### src/rtl/and_or_game_distance_solver_defines.svh
// Assertion macros shared by the solver RTL.
`ifndef AND_OR_GAME_DISTANCE_SOLVER_DEFINES_SVH
`define AND_OR_GAME_DISTANCE_SOLVER_DEFINES_SVH
// Implication checked on every clock edge outside reset.
`define AOGD_ASSERT_IMPL(label, ante, cons) \
	label: assert property (@(posedge clk) disable iff (!arst_n) (ante) |-> (cons)) \
		else $error("assertion failed");
// Next-cycle implication checked outside reset.
`define AOGD_ASSERT_NEXT(label, ante, cons) \
	label: assert property (@(posedge clk) disable iff (!arst_n) (ante) |=> (cons)) \
		else $error("assertion failed");
`endif

### src/rtl/aogd_pkg.sv
package aogd_pkg;
	localparam int MaxStates  = 32;
	localparam int MaxOptions = 16;
	localparam int SW = $clog2(MaxStates);
	localparam int OW = $clog2(MaxOptions);
	localparam int TW = SW + OW;
	localparam int CW = $clog2(MaxOptions + 1);

	localparam logic [1:0] REQ_CLEAR = 2'd0;
	localparam logic [1:0] REQ_LOAD  = 2'd1;
	localparam logic [1:0] REQ_SOLVE = 2'd2;

	localparam logic [5:0] MOVES_NONE = 6'h3f;

	typedef struct packed {
		logic [1:0]  req_type;
		logic [4:0]  state_index;
		logic [31:0] option_mask;
	} req_t;

	typedef struct packed {
		logic        status;
		logic [4:0]  start_state;
		logic [5:0]  moves;
		logic        last;
	} rsp_t;

	// Controller to datapath commands.
	typedef struct packed {
		logic          clr_counts;
		logic          load;       // append option_mask to state_index list
		logic          init_dist;  // mark all unreachable, seed target
		logic          rd_opt;     // issue table read for (p, i)
		logic          eval;       // evaluate registered option for p_eval
		logic [SW-1:0] p;
		logic [OW-1:0] i;
		logic [SW-1:0] p_eval;
		logic          walk_start;
		logic          walk_step;
	} cmd_t;

	typedef struct packed {
		logic          full;       // owner list is full
		logic [CW-1:0] count;      // option count of p
		logic          walk_done;
		logic          changed;    // distance improved on this eval
	} sts_t;
endpackage

### src/rtl/aogd_ctrl.sv
`include "and_or_game_distance_solver_defines.svh"
module aogd_ctrl import aogd_pkg::*; (
	input  logic          clk,
	input  logic          arst_n,
	input  logic          in_valid,
	output logic          in_ready,
	input  logic [1:0]    req_type,
	input  logic [SW:0]   n_act,
	input  sts_t          sts,
	output cmd_t          cmd,
	output logic          emit,
	output logic          emit_ack,
	output logic          emit_status,
	output logic [SW-1:0] out_p,
	output logic          emit_last,
	input  logic          out_free
);
	localparam logic [2:0] ST_IDLE = 3'd0;
	localparam logic [2:0] ST_RD   = 3'd1;
	localparam logic [2:0] ST_WAIT = 3'd2;
	localparam logic [2:0] ST_WALK = 3'd3;
	localparam logic [2:0] ST_EMIT = 3'd4;

	logic [2:0]    state_q;
	logic [SW-1:0] p_q;
	logic [OW:0]   i_q;
	logic          chg_q;
	logic          accept;

	assign in_ready = state_q == ST_IDLE && out_free;
	assign accept   = in_valid && in_ready;

	always_comb begin
		cmd = '0;
		cmd.p      = p_q;
		cmd.i      = i_q[OW-1:0];
		cmd.p_eval = p_q;
		cmd.clr_counts = accept && req_type == REQ_CLEAR;
		cmd.load       = accept && req_type == REQ_LOAD;
		cmd.init_dist  = accept && req_type == REQ_SOLVE;
		cmd.walk_start = state_q == ST_WAIT;
		cmd.walk_step  = state_q == ST_WALK;
		cmd.eval       = state_q == ST_WALK && sts.walk_done;
	end

	assign emit        = (accept && (req_type == REQ_CLEAR || req_type == REQ_LOAD))
		|| (state_q == ST_EMIT && out_free);
	assign emit_ack    = state_q != ST_EMIT;
	assign emit_status = req_type == REQ_LOAD && sts.full;
	assign out_p       = p_q;
	assign emit_last   = emit_ack || {1'b0, p_q} + (SW+1)'(1) == n_act;

	always_ff @(posedge clk or negedge arst_n) begin
		if (!arst_n) begin
			state_q <= ST_IDLE;
			p_q     <= '0;
			i_q     <= '0;
			chg_q   <= 1'b0;
		end else begin
			unique case (state_q)
				ST_IDLE: begin
					if (accept && req_type == REQ_SOLVE) begin
						p_q     <= '0;
						i_q     <= '0;
						chg_q   <= 1'b0;
						state_q <= ST_RD;
					end
				end
				ST_RD: begin
					if (i_q >= (OW+1)'(sts.count) || i_q == (OW+1)'(MaxOptions)) begin
						i_q <= '0;
						if ({1'b0, p_q} + (SW+1)'(1) >= n_act) begin
							p_q <= '0;
							if (chg_q) begin
								chg_q <= 1'b0;
							end else begin
								state_q <= ST_EMIT;
							end
						end else begin
							p_q <= p_q + SW'(1);
						end
					end else begin
						state_q <= ST_WAIT;
					end
				end
				ST_WAIT: state_q <= ST_WALK;
				ST_WALK: begin
					if (sts.walk_done) begin
						if (sts.changed) begin
							chg_q <= 1'b1;
						end
						i_q     <= i_q + (OW+1)'(1);
						state_q <= ST_RD;
					end
				end
				ST_EMIT: begin
					if (out_free) begin
						if (emit_last) begin
							state_q <= ST_IDLE;
						end else begin
							p_q <= p_q + SW'(1);
						end
					end
				end
				default: state_q <= ST_IDLE;
			endcase
		end
	end

	`AOGD_ASSERT_IMPL(a_no_accept_busy, state_q != ST_IDLE, !in_ready)
	`AOGD_ASSERT_NEXT(a_solve_starts, accept && req_type == REQ_SOLVE, state_q == ST_RD)
	`AOGD_ASSERT_IMPL(a_emit_needs_room, emit, out_free)
endmodule

### config.mk
export PLATFORM = sky130hd
export DESIGN_NAME = aogd_ctrl
export DESIGN_NICKNAME = d
export VERILOG_FILES = /design/src/rtl/aogd_pkg.sv /design/src/rtl/aogd_ctrl.sv
export VERILOG_INCLUDE_DIRS = /design/src /design/src/rtl
export SDC_FILE = /design/constraint.sdc
export NUM_CORES = 1
export LEC_CHECK = 0
export BUFFER_PORTS_ARGS = -buffer_cell sky130_fd_sc_hd__buf_4
export CAP_MARGIN = 20
export CORE_ASPECT_RATIO = 0.75
export CORE_MARGIN = 2
export CORE_UTILIZATION = 50
export CTS_BUF_LIST = sky130_fd_sc_hd__clkbuf_4 sky130_fd_sc_hd__clkbuf_8
export CTS_CLUSTER_SIZE = 8
export DETAILED_ROUTE_END_ITERATION = 16
export GPL_TIMING_DRIVEN = 0
export PLACE_DENSITY = 0.82
export SETUP_SLACK_MARGIN = 0.1
export SLEW_MARGIN = 40
export SYNTH_ARGS = -nofsm -noshare
export SYNTH_HDL_FRONTEND = slang
export SYNTH_SLANG_ARGS = --single-unit
### constraint.sdc
create_clock -name clk -period 3.19 [get_ports clk]
set_input_delay 0.319 -clock clk [delete_from_list [all_inputs] [get_ports clk]]
set_output_delay 0.319 -clock clk [all_outputs]
set_load 0.005 [all_outputs]
==> results of run 1 <==
-- synthesized netlist by cell type (2+ instances only) --
cell / count
sky130_fd_sc_hd__a211oi_1: 3
sky130_fd_sc_hd__a21boi_0: 2
sky130_fd_sc_hd__a21o_1: 2
sky130_fd_sc_hd__a21oi_1: 6
sky130_fd_sc_hd__a31o_2: 2
sky130_fd_sc_hd__a31oi_1: 6
sky130_fd_sc_hd__a41oi_1: 3
sky130_fd_sc_hd__and2_1: 3
sky130_fd_sc_hd__and3_1: 5
sky130_fd_sc_hd__buf_4: 15
sky130_fd_sc_hd__clkbuf_1: 2
sky130_fd_sc_hd__dfrtp_1: 14
sky130_fd_sc_hd__ha_1: 14
sky130_fd_sc_hd__inv_1: 14
sky130_fd_sc_hd__mux2_2: 4
sky130_fd_sc_hd__nand2_1: 9
sky130_fd_sc_hd__nand3_1: 3
sky130_fd_sc_hd__nor2_1: 7
sky130_fd_sc_hd__nor2b_1: 2
sky130_fd_sc_hd__nor3b_1: 3
sky130_fd_sc_hd__o21a_1: 2
sky130_fd_sc_hd__o21ai_0: 4
sky130_fd_sc_hd__xnor2_1: 2
-- logic make-up (layout without fill, tap and decap cells) --
kind of cell / count (synthesis) / count (layout) / share of synthesized area (%)
compound gates: 38 / 38 / 20.4
xor+xnor: 3 / 3 / 2.02
fa+ha+maj: 14 / 14 / 13.4
buf+inv: 33 / 87 / 14.5
flops: 14 / 14 / 26.9
mux: 4 / 4 / 3.45
other cells: 1 / 1 / 0.288
simple gates: 42 / 42 / 19.0
-- power by group --
part	leakage, nW	internal [mW]	switching, mW	total [mW]
logic	0.747	0.356	0.309	0.665
registers	0.184	0.228	0.0756	0.303
clock network	0.0210	0.0697	0.0646	0.134
-- metrics by stage --
step / power, mW / setup WS [ps] / hold WS [ps]
after global placement: 0.930 / 659 / 174
after global routing: 1.19 / 310 / 352
after detailed placement: 0.968 / 556 / 178
after CTS: 1.10 / 414 / 337
final: 1.10 / 414 / 337
after floorplan: 0.726 / 856 / 23.4
-- registers in the layout, summed over array words and instances (netlist names) --
register	flops
chg_q	1
i_q	5
out_p	5
state_q	3
-- worst max-delay path, stage by stage (launching register included) --
cell	delay [ps]
sky130_fd_sc_hd__dfrtp_1	510
sky130_fd_sc_hd__ha_1	300
sky130_fd_sc_hd__nand3_1	120
sky130_fd_sc_hd__xnor2_1	210
sky130_fd_sc_hd__ha_1	270
sky130_fd_sc_hd__and4_1	180
sky130_fd_sc_hd__and3_1	210
sky130_fd_sc_hd__or2b_1	220
sky130_fd_sc_hd__buf_4	130
-- layout by cell type, fill, tap and decap left out, drive strengths merged, types with 2 or more instances in the layout --
master and instances:
buf 66, inv 14, ha 14, dfrtp 14
nand2 9, nor2 7, a31oi 7, a21oi 6
o21ai 6, clkbuf 6, and3 5, mux2 4
nand3 3, nor3b 3, and2 3, a211oi 3
a41oi 3, nor2b 3, xnor2 2, a21o 2
o21a 2, a31o 2, a21boi 2, or3b 2
-- per-layer routing --
layer	track usage (%)	vias up	part of all wire, %
met4	9.78	0	1.2
met1	26.9	570	46
met5	0	-	0
li1	-	631	-
met3	4.16	4	6.5
met2	40.0	49	46
-- how the worst min path moves through the flow --
stage / to / cells after the start
after CTS: state_q[1]$_DFFE_PN0P_ / 4
after floorplan: chg_q$_DFFE_PN0P_ / 0
after detailed placement: i_q[3]$_DFFE_PN0P_ / 1
final: state_q[1]$_DFFE_PN0P_ / 4
after global routing: state_q[1]$_DFFE_PN0P_ / 4
after global placement: i_q[0]$_DFFE_PN0P_ / 1
-- area by class of cell --
class | instances | area [um2] | share of cell area, %
Multi-Input combinational cell | 102 | 764 | 43.4
Timing Repair Buffer | 50 | 378 | 21.5
Sequential cell | 14 | 350 | 19.9
Buffer | 19 | 136 | 7.75
Inverter | 14 | 52.6 | 2.99
Tap cell | 34 | 42.5 | 2.42
Clock buffer | 4 | 36.3 | 2.06
-- repair_timing --
item,in CTS,in global routing
setup buffers,0,0
hold buffers,1,0
endpoints found under the hold margin,14,0
==> results.toml, run 1 <==
[finish]
fraction_of_the_core_area_covered_by_cells_at_the_end_of_the_flow_pct = 73.9
fin_area_um2 = 1760
design.final.nets = 238
antenna_cells_inserted = 0
fill_cells = 171
finalNonFillerCells = 237
area_growth_syn_to_layout_pct = 35.0
final_layout_size_suffix_gt1_share_pct = 39.4

[yosys]
post_synth_instance_area_um2 = 1300
synth_sequential_area_ratio_pct = 26.9
synth.area.top_cells = "sky130_fd_sc_hd__dfrtp_1 (27%), sky130_fd_sc_hd__ha_1 (13%), sky130_fd_sc_hd__buf_4 (8.6%), sky130_fd_sc_hd__inv_1 (4.0%), sky130_fd_sc_hd__mux2_2 (3.5%)"
synth_largest_type_area_fraction_pct = 26.9
postSynthCellCount = 149
syn_area_per_cell_um2 = 8.75
async_flop_share_pct = 100
synth_area_leader_cell = "sky130_fd_sc_hd__dfrtp_1"
synth_flop_cell = "sky130_fd_sc_hd__dfrtp_1"
postSynthNetCount = 183
synth.distinct_cells = 45
yosys_warnings = 0
synth-edff-count = 0
synth.ff_latch_count = 14

[setup_path]
worst-endpoint-required_ps = 2870
r2r_slack_ps = 520
critical_path_arrival_ps = 2460
timing.critical_path.from_type = "flop"
crit_path_max_fanout = 8
rr_startpoint = "out_p[0]$_DFFE_PN0P_"
crit_path_start = "out_p[0]$_DFFE_PN0P_"
crit_type = "flop to output port"
timing.critical_path.to = "emit_last"
r2r-end = "out_p[2]$_DFFE_PN0P_"
ff2ff_path_depth = 9
worst_setup_path_end_kind = "output port"

[power_and_ir_drop]
power.ir.vdd_worst_uv = 447
power.density_nw_per_um2 = 627
cellLeakagePower_nw = 0.952

[sta]
max_slew_margin_pct = 61.7
maxClockFrequency_mhz = 360
final.setup_skew_ps = 2.10
rsz0062_at_grt = "no"
timing.final.max_slew_violations = 0
final.min_clock_period_ps = 2780
worstMarginPinSlew_ps = 573
fin_crit_sh_pct = 87.0
setup_violations = 0
setup_total_negative_slack_ps = 0
hold_viol = 0

[run_status]
status = "finished, final reports clean"

[flow_run]
timing.max_cap.violations = 0

[placement]
gp_routability_congestion = 0.829
dpl.hpwl_mm = 2.54
dpl_cell_area_um2 = 1710
io_buffers = 49
place.detailed.instances = 232

[route]
drt-wirelength-per-cell_um = 13.1
drcViolationCount = 0
route.detailed.vias_per_inst = 5.29
detailedRoute.firstPassIterationCount = 4
detailroute.via_count = 1254
dr.first_iter.drc_count = 27
route.antenna.remaining_nets = 0
drt-total-wl_mm = 3.10

[grt]
grt.total_usage_pct = 22.0
global_route_wire_length_before_repair_mm = 5.03
vias_in_the_first_global_route = 1149
global_route.overflow_total = 0
grt_start_max_net_pins = 15
initial_antenna_violation_count = 0

[clocking]
cts-buffers-inserted = 3
h-tree-depth = 1
cts.clk_slew.worst_paths_ps = 90
tritoncts_num_sinks = 14
clk_path_buf_depth = 2
clock_latency_ps = 290
postCtsResizedCells = 0
clock_tree_from_tritoncts = "yes"
clock_tree.root_cell = "sky130_fd_sc_hd__clkbuf_4"

[hold_path]
worstHoldStart = "sts[1]"
worst_hold_path_type = "input port to flop"

[die]
floorplan.rows = 15
floorplan.initialDensity_pct = 54.7
die_width_um = 63.0
total_die_area_um2 = 3040
fp.dieH_um = 48.2
core_area_um2 = 2380
floorplan.io_pins = 51
No activity file was read; power rests on OpenSTA's default activity.
==> inputs of run 2 (changes only) <==
CORE_ASPECT_RATIO = default   (was 0.75)
==> run 2 against run 1 <==
Against the previous run: highest routed layer unchanged; fmax rose by 1.8%; global-route usage rose by 0.24 points; final area fell by 0.28%; via count barely moved; worst setup slack improved by 50 ps; final cell count fell by 1.7%; clock skew rose by 0.99 ps; die area fell by 0.13%; utilization fell by 3.0 points; flip-flop and latch count did not move; sequential share of layout area rose by 0.057 points; largest power group unchanged.
==> results.toml, run 2 (synthesized netlist as in run 1, its figures left out) <==
[run_status]
status = "finished, final reports clean"

[sta]
holdWs_ps = 364
maxClockFrequency_mhz = 367
final.setup_skew_ps = 3.09
rsz0062_at_grt = "no"
worstMarginPinSlew_ps = 557
final.min_clock_period_ps = 2730
hold_viol = 0
fin_crit_sh_pct = 85.5
setup_total_negative_slack_ps = 0
timing.final.max_slew_violations = 0
setup_violations = 0
final.setup.worst_slack_ps = 464
max_slew_margin_pct = 62.8

[die]
floorplan.rows = 18
die_width_um = 55.1
floorplan.initialDensity_pct = 52.6
total_die_area_um2 = 3030
fp.dieH_um = 55.1
floorplan.io_pins = 51
core_area_um2 = 2480

[grt]
grt_start_max_net_pins = 15
grt.total_usage_pct = 22.2
vias_in_the_first_global_route = 1139
global_route_wire_length_before_repair_mm = 4.83
initial_antenna_violation_count = 0
global_route.overflow_total = 0

[clocking]
clock_tree.root_cell = "sky130_fd_sc_hd__clkbuf_4"
postCtsResizedCells = 0
ctsHoldBuffers = 1
clk_path_buf_depth = 2
cts.clk_slew.worst_paths_ps = 90
tritoncts_num_sinks = 14
clock_tree_from_tritoncts = "yes"
cts_setup_buffers = 0
h-tree-depth = 1
cts-buffers-inserted = 3
clock_latency_ps = 280

[finish]
layout.cells.most_common_list = "sky130_fd_sc_hd__buf_4 (64), sky130_fd_sc_hd__inv_1 (14), sky130_fd_sc_hd__ha_1 (14), sky130_fd_sc_hd__dfrtp_1 (14), sky130_fd_sc_hd__nand2_1 (9)"
fin_area_um2 = 1760
final_common_cell = "sky130_fd_sc_hd__buf_4"
final_layout_size_suffix_gt1_share_pct = 39.4
design.final.nets = 238
area_growth_syn_to_layout_pct = 34.6
fraction_of_the_core_area_covered_by_cells_at_the_end_of_the_flow_pct = 70.9
antenna_cells_inserted = 0
finalNonFillerCells = 233

[setup_path]
r2r-end = "out_p[2]$_DFFE_PN0P_"
r2r_slack_ps = 540
crit_type = "flop to output port"
crit_path_max_fanout = 8
rr_startpoint = "out_p[0]$_DFFE_PN0P_"
timing.critical_path.from_type = "flop"
worst-endpoint-required_ps = 2870
worst_setup_path_end_kind = "output port"
ff2ff_path_depth = 9
critical_path_arrival_ps = 2410

[hold_path]
min_delay_path_depth = 4
worst_hold_path_type = "input port to flop"
worstHoldStart = "sts[1]"
min_to = "state_q[1]$_DFFE_PN0P_"

[route]
drt-total-wl_mm = 2.98
dr.first_iter.drc_count = 23
drt-wirelength-per-cell_um = 12.8
route.detailed.vias_per_inst = 5.39
route.antenna.remaining_nets = 0
detailroute.via_count = 1255
detailedRoute.firstPassIterationCount = 5
drcViolationCount = 0

[power_and_ir_drop]
cellLeakagePower_nw = 0.952
report.power.total_mw = 1.08
power.ir.vdd_worst_uv = 446
power.density_nw_per_um2 = 618

[placement]
dpl.hpwl_mm = 2.40
gp_routability_congestion = 0.788
dpl_worst_slack_ps = 559
place.detailed.instances = 228
dpl_cell_area_um2 = 1710
io_buffers = 49

[flow_run]
timing.max_cap.violations = 0
run 2: cell counts in the layout (fill, tap and decap cells not counted):
No cell type changed its count.
run 2: area by class of cell:
type                            instances  area (um2)
Timing Repair Buffer                   50         378
Sequential cell                        14         350
Buffer                                 19         136
Clock buffer                            4        36.3
Multi-Input combinational cell        102         764
Inverter                               14        52.6
Tap cell                               30        37.5
Fill cell                             200         722
run 2: how the worst max path moves through the flow:
stage	from	end	slack [ps]	cells past startpoint
4_1_cts	out_p[0]$_DFFE_PN0P_	emit_last	470	8
3_5_place_dp	out_p[0]$_DFFE_PN0P_	out_p[2]$_DFFE_PN0P_	560	9
6_report	out_p[0]$_DFFE_PN0P_	emit_last	460	8
5_1_grt	out_p[0]$_DFFE_PN0P_	emit_last	320	8
2_1_floorplan	out_p[0]$_DFFE_PN0P_	out_p[2]$_DFFE_PN0P_	860	9
3_3_place_gp	out_p[0]$_DFFE_PN0P_	out_p[2]$_DFFE_PN0P_	640	9
run 2: power breakdown:
| part | internal [mW] | switching, mW | total (mW) |
|---|---|---|---|
| registers | 0.228 | 0.0685 | 0.296 |
| clock network | 0.0695 | 0.0611 | 0.131 |
| logic | 0.354 | 0.303 | 0.658 |
run 2: per-layer routing:
| layer | track usage, % | vias up | wire length [um] |
|---|---|---|---|
| met2 | 38.1 | 46 | 1520 |
| met4 | 11.8 | 0 | 32 |
| li1 | - | 623 | - |
| met1 | 25.5 | 580 | 1250 |
| met5 | 0 | - | 0 |
| met3 | 5.38 | 6 | 181 |
run 2: worst max-delay path: stages, from the launching register on:
cell	delay, ps
sky130_fd_sc_hd__dfrtp_1	510
sky130_fd_sc_hd__ha_1	290
sky130_fd_sc_hd__nand3_1	120
sky130_fd_sc_hd__xnor2_1	200
sky130_fd_sc_hd__ha_1	270
sky130_fd_sc_hd__and4_1	170
sky130_fd_sc_hd__and3_1	220
sky130_fd_sc_hd__or2b_1	220
sky130_fd_sc_hd__buf_4	130
==> inputs of run 3 (changes only) <==
ABC_AREA = 1   (was default)
CORE_UTILIZATION = 51   (was 50)
==> run 3 against run 2 <==
Against the previous run: global-route usage is 2.7 points lower; register-to-register slack improved by 410 ps; final area is 4.3% higher; worst setup slack better by 310 ps; die area grew 3.4%; total power shrank 8.9%; clock skew is 7.5 ps higher; critical endpoint unchanged; largest cell class unchanged.
==> results.toml, run 3 <==
[run_status]
status = "finished, final reports clean"

[clocking]
clock_tree_from_tritoncts = "yes"
tritoncts_num_sinks = 14
clk_path_buf_depth = 2
h-tree-depth = 1
cts_setup_buffers = 0
cts-buffers-inserted = 3
clock_tree.root_cell = "sky130_fd_sc_hd__clkbuf_4"
clock_latency_ps = 290
cts.clk_slew.worst_paths_ps = 90

[setup_path]
r2r_slack_ps = 950
worst-endpoint-required_ps = 2870
crit_path_cell_trace = "ha_1 -> nand3_1 -> xor2_1 -> inv_1 -> ha_1 -> nand2_1 -> inv_1 -> nand2_1 -> nand2_1 -> buf_4"
crit_path_max_fanout = 8
timing.critical_path.from_type = "flop"
worstSetupPathDepth = 10
worst_setup_path_end_kind = "output port"
rr_startpoint = "out_p[0]$_DFFE_PN0P_"
ff2ff_path_depth = 12
r2r-end = "out_p[4]$_DFFE_PN0P_"
most_prevalent_standard_cell_on_the_critical_path = "sky130_fd_sc_hd__nand2_1"
crit_type = "flop to output port"
critical_path.n_buffers_inverters = 3
critPathMaxStageDelay_ps = 470
cell_type_of_the_slowest_stage_on_the_worst_timing_path = "sky130_fd_sc_hd__dfrtp_1"
critical-path-top-delay-family = "adder cells"
critical_path_arrival_ps = 2100

[sta]
final.min_clock_period_ps = 2420
setup_violations = 0
hold_viol = 0
setup_total_negative_slack_ps = 0
final.setup_skew_ps = 10.6
timing.final.max_slew_violations = 0
maxClockFrequency_mhz = 414
rsz0062_at_grt = "no"
fin_crit_sh_pct = 75.8

[placement]
dpl.hpwl_mm = 2.40
dpl_cell_area_um2 = 1780
gp_routability_congestion = 0.782
io_buffers = 49

[yosys]
synth.ff_latch_count = 14
synth_sequential_area_ratio_pct = 25.4
synth.area.top_cells = "sky130_fd_sc_hd__dfrtp_1 (25%), sky130_fd_sc_hd__nand2_1 (15%), sky130_fd_sc_hd__ha_1 (13%), sky130_fd_sc_hd__inv_1 (8.4%), sky130_fd_sc_hd__buf_4 (8.2%)"
syn_area_per_cell_um2 = 6.79
synth_largest_type_area_fraction_pct = 25.4
synth_commonest_cells = "sky130_fd_sc_hd__nand2_1 (55), sky130_fd_sc_hd__inv_1 (31), sky130_fd_sc_hd__nor2_1 (19), sky130_fd_sc_hd__buf_4 (15)"
synth-edff-count = 0
yosys.cell_count.top_type = "sky130_fd_sc_hd__nand2_1"
postSynthCellCount = 203
post_synth_instance_area_um2 = 1380
synth.distinct_cells = 27
synth_area_leader_cell = "sky130_fd_sc_hd__dfrtp_1"
synth_flop_cell = "sky130_fd_sc_hd__dfrtp_1"
async_flop_share_pct = 100
yosys_warnings = 0
postSynthNetCount = 237

[grt]
initial_antenna_violation_count = 0
grt_start_max_net_pins = 15
vias_in_the_first_global_route = 1243
global_route_wire_length_before_repair_mm = 5.01
grt.total_usage_pct = 19.6
global_route.overflow_total = 0

[finish]
fin_area_um2 = 1830
fraction_of_the_core_area_covered_by_cells_at_the_end_of_the_flow_pct = 72.6
area_growth_syn_to_layout_pct = 32.8
final_layout_size_suffix_gt1_share_pct = 32.3
layout.cells.most_common_list = "sky130_fd_sc_hd__buf_4 (64), sky130_fd_sc_hd__nand2_1 (55), sky130_fd_sc_hd__inv_1 (31), sky130_fd_sc_hd__nor2_1 (19)"
antenna_cells_inserted = 0
final_common_cell = "sky130_fd_sc_hd__buf_4"
design.final.nets = 292

[power_and_ir_drop]
power.net_switching_mw = 0.450
power.internal_mw = 0.538
switching_share_pct = 45.5
power.ir.vdd_worst_uv = 481
power.density_nw_per_um2 = 540
cellLeakagePower_nw = 1.14
power_frac_comb_pct = 60.2
p_seq_share_pct = 26.5
p_clk_share_pct = 13.3

[die]
total_die_area_um2 = 3140
core_area_um2 = 2520
fp.dieH_um = 56.0
floorplan.rows = 18
floorplan.initialDensity_pct = 54.7
die_width_um = 56.0
floorplan.io_pins = 51

[route]
drt-wirelength-per-cell_um = 10.1
detailedRoute.firstPassIterationCount = 4
dr.first_iter.drc_count = 17
drcViolationCount = 0
drt-total-wl_mm = 2.90
route.detailed.vias_per_inst = 4.72
detailroute.via_count = 1356
route.antenna.remaining_nets = 0

[hold_path]
min_to = "state_q[1]$_DFFE_PN0P_"
min_delay_path_depth = 4
worst_hold_path_type = "input port to flop"
worstHoldStart = "sts[1]"

[flow_run]
timing.max_cap.violations = 0
## run 3: per-layer routing
metal  GRT usage [%]  share of wire (%)  vias to the layer above  wire length, um
met2            37.3                 52                       29             1500
met3            5.81                5.6                        2              162
li1                -                  -                      719                -
met1            21.4                 42                      606             1220
met4            3.06               0.45                        0               13
met5               0                  0                        -                0
## run 3: kinds of logic after synthesis
logic type	after synthesis	share of synthesized area, %
AND/OR/NAND/NOR	102	34.5
buffers and inverters	54	18.8
adder cells (fa/ha/maj)	14	12.7
flip-flops	14	25.4
AO/OA/AOI/OAI	13	5.17
XOR/XNOR	5	3.18
other	1	0.272
## run 3: power by group through the flow
stage	combinational, mW	sequential, mW	clock (mW)
6_report	0.595	0.261	0.132
3_5_place_dp	0.597	0.265	0
2_1_floorplan	0.419	0.256	0
4_1_cts	0.603	0.261	0.135
3_3_place_gp	0.585	0.263	0
5_1_grt	0.682	0.270	0.146
## run 3: repair_timing
| action | in CTS | in global routing |
|---|---|---|
| resized for setup | 0 | 0 |
| hold endpoints to repair | 14 | 0 |
| hold buffers | 1 | 0 |
## run 3: layout make-up
type                       count  area [um2]
timing repair buffer          50         378
inverter                      39         146
buffer                        15         113
sequential                    14         350
tap                           30        37.5
multi-input combinational    135         769
clock buffer                   4        36.3
fill                         227         692
## run 3: per-stage QoR
| stage | setup slack [ps] | power [mW] | instances | hold slack [ps] |
|---|---|---|---|---|
| final | 772 | 0.988 | 287 | 382 |
| after global routing | 572 | 1.10 | 287 | 400 |
| after CTS | 749 | 0.998 | 287 | 368 |
| after detailed placement | 941 | 0.862 | 282 | 180 |
| after global placement | 985 | 0.847 | 282 | 180 |
| after floorplan | 1170 | 0.675 | 203 | 23.4 |
## run 3: worst register-to-register path, cell delays in order (launching register included)
cell,delay (ps)
sky130_fd_sc_hd__dfrtp_1,470
sky130_fd_sc_hd__ha_1,260
sky130_fd_sc_hd__nand3_1,100
sky130_fd_sc_hd__xor2_1,150
sky130_fd_sc_hd__inv_1,80
sky130_fd_sc_hd__ha_1,270
sky130_fd_sc_hd__nand2_1,80
sky130_fd_sc_hd__inv_1,70
sky130_fd_sc_hd__a21oi_1,180
sky130_fd_sc_hd__nand4_1,150
sky130_fd_sc_hd__nand2_1,190
sky130_fd_sc_hd__nand3_1,110
sky130_fd_sc_hd__nand2_1,70
## run 3: how the worst max path moves through the flow
stage / slack [ps] / from / endpoint
after global routing: 570 / out_p[0]$_DFFE_PN0P_ / emit_last
after floorplan: 1170 / out_p[0]$_DFFE_PN0P_ / state_q[2]$_DFFE_PN0P_
after detailed placement: 940 / out_p[0]$_DFFE_PN0P_ / out_p[2]$_DFFE_PN0P_
after global placement: 990 / out_p[0]$_DFFE_PN0P_ / out_p[0]$_DFFE_PN0P_
final: 770 / out_p[0]$_DFFE_PN0P_ / emit_last
after CTS: 750 / out_p[0]$_DFFE_PN0P_ / emit_last
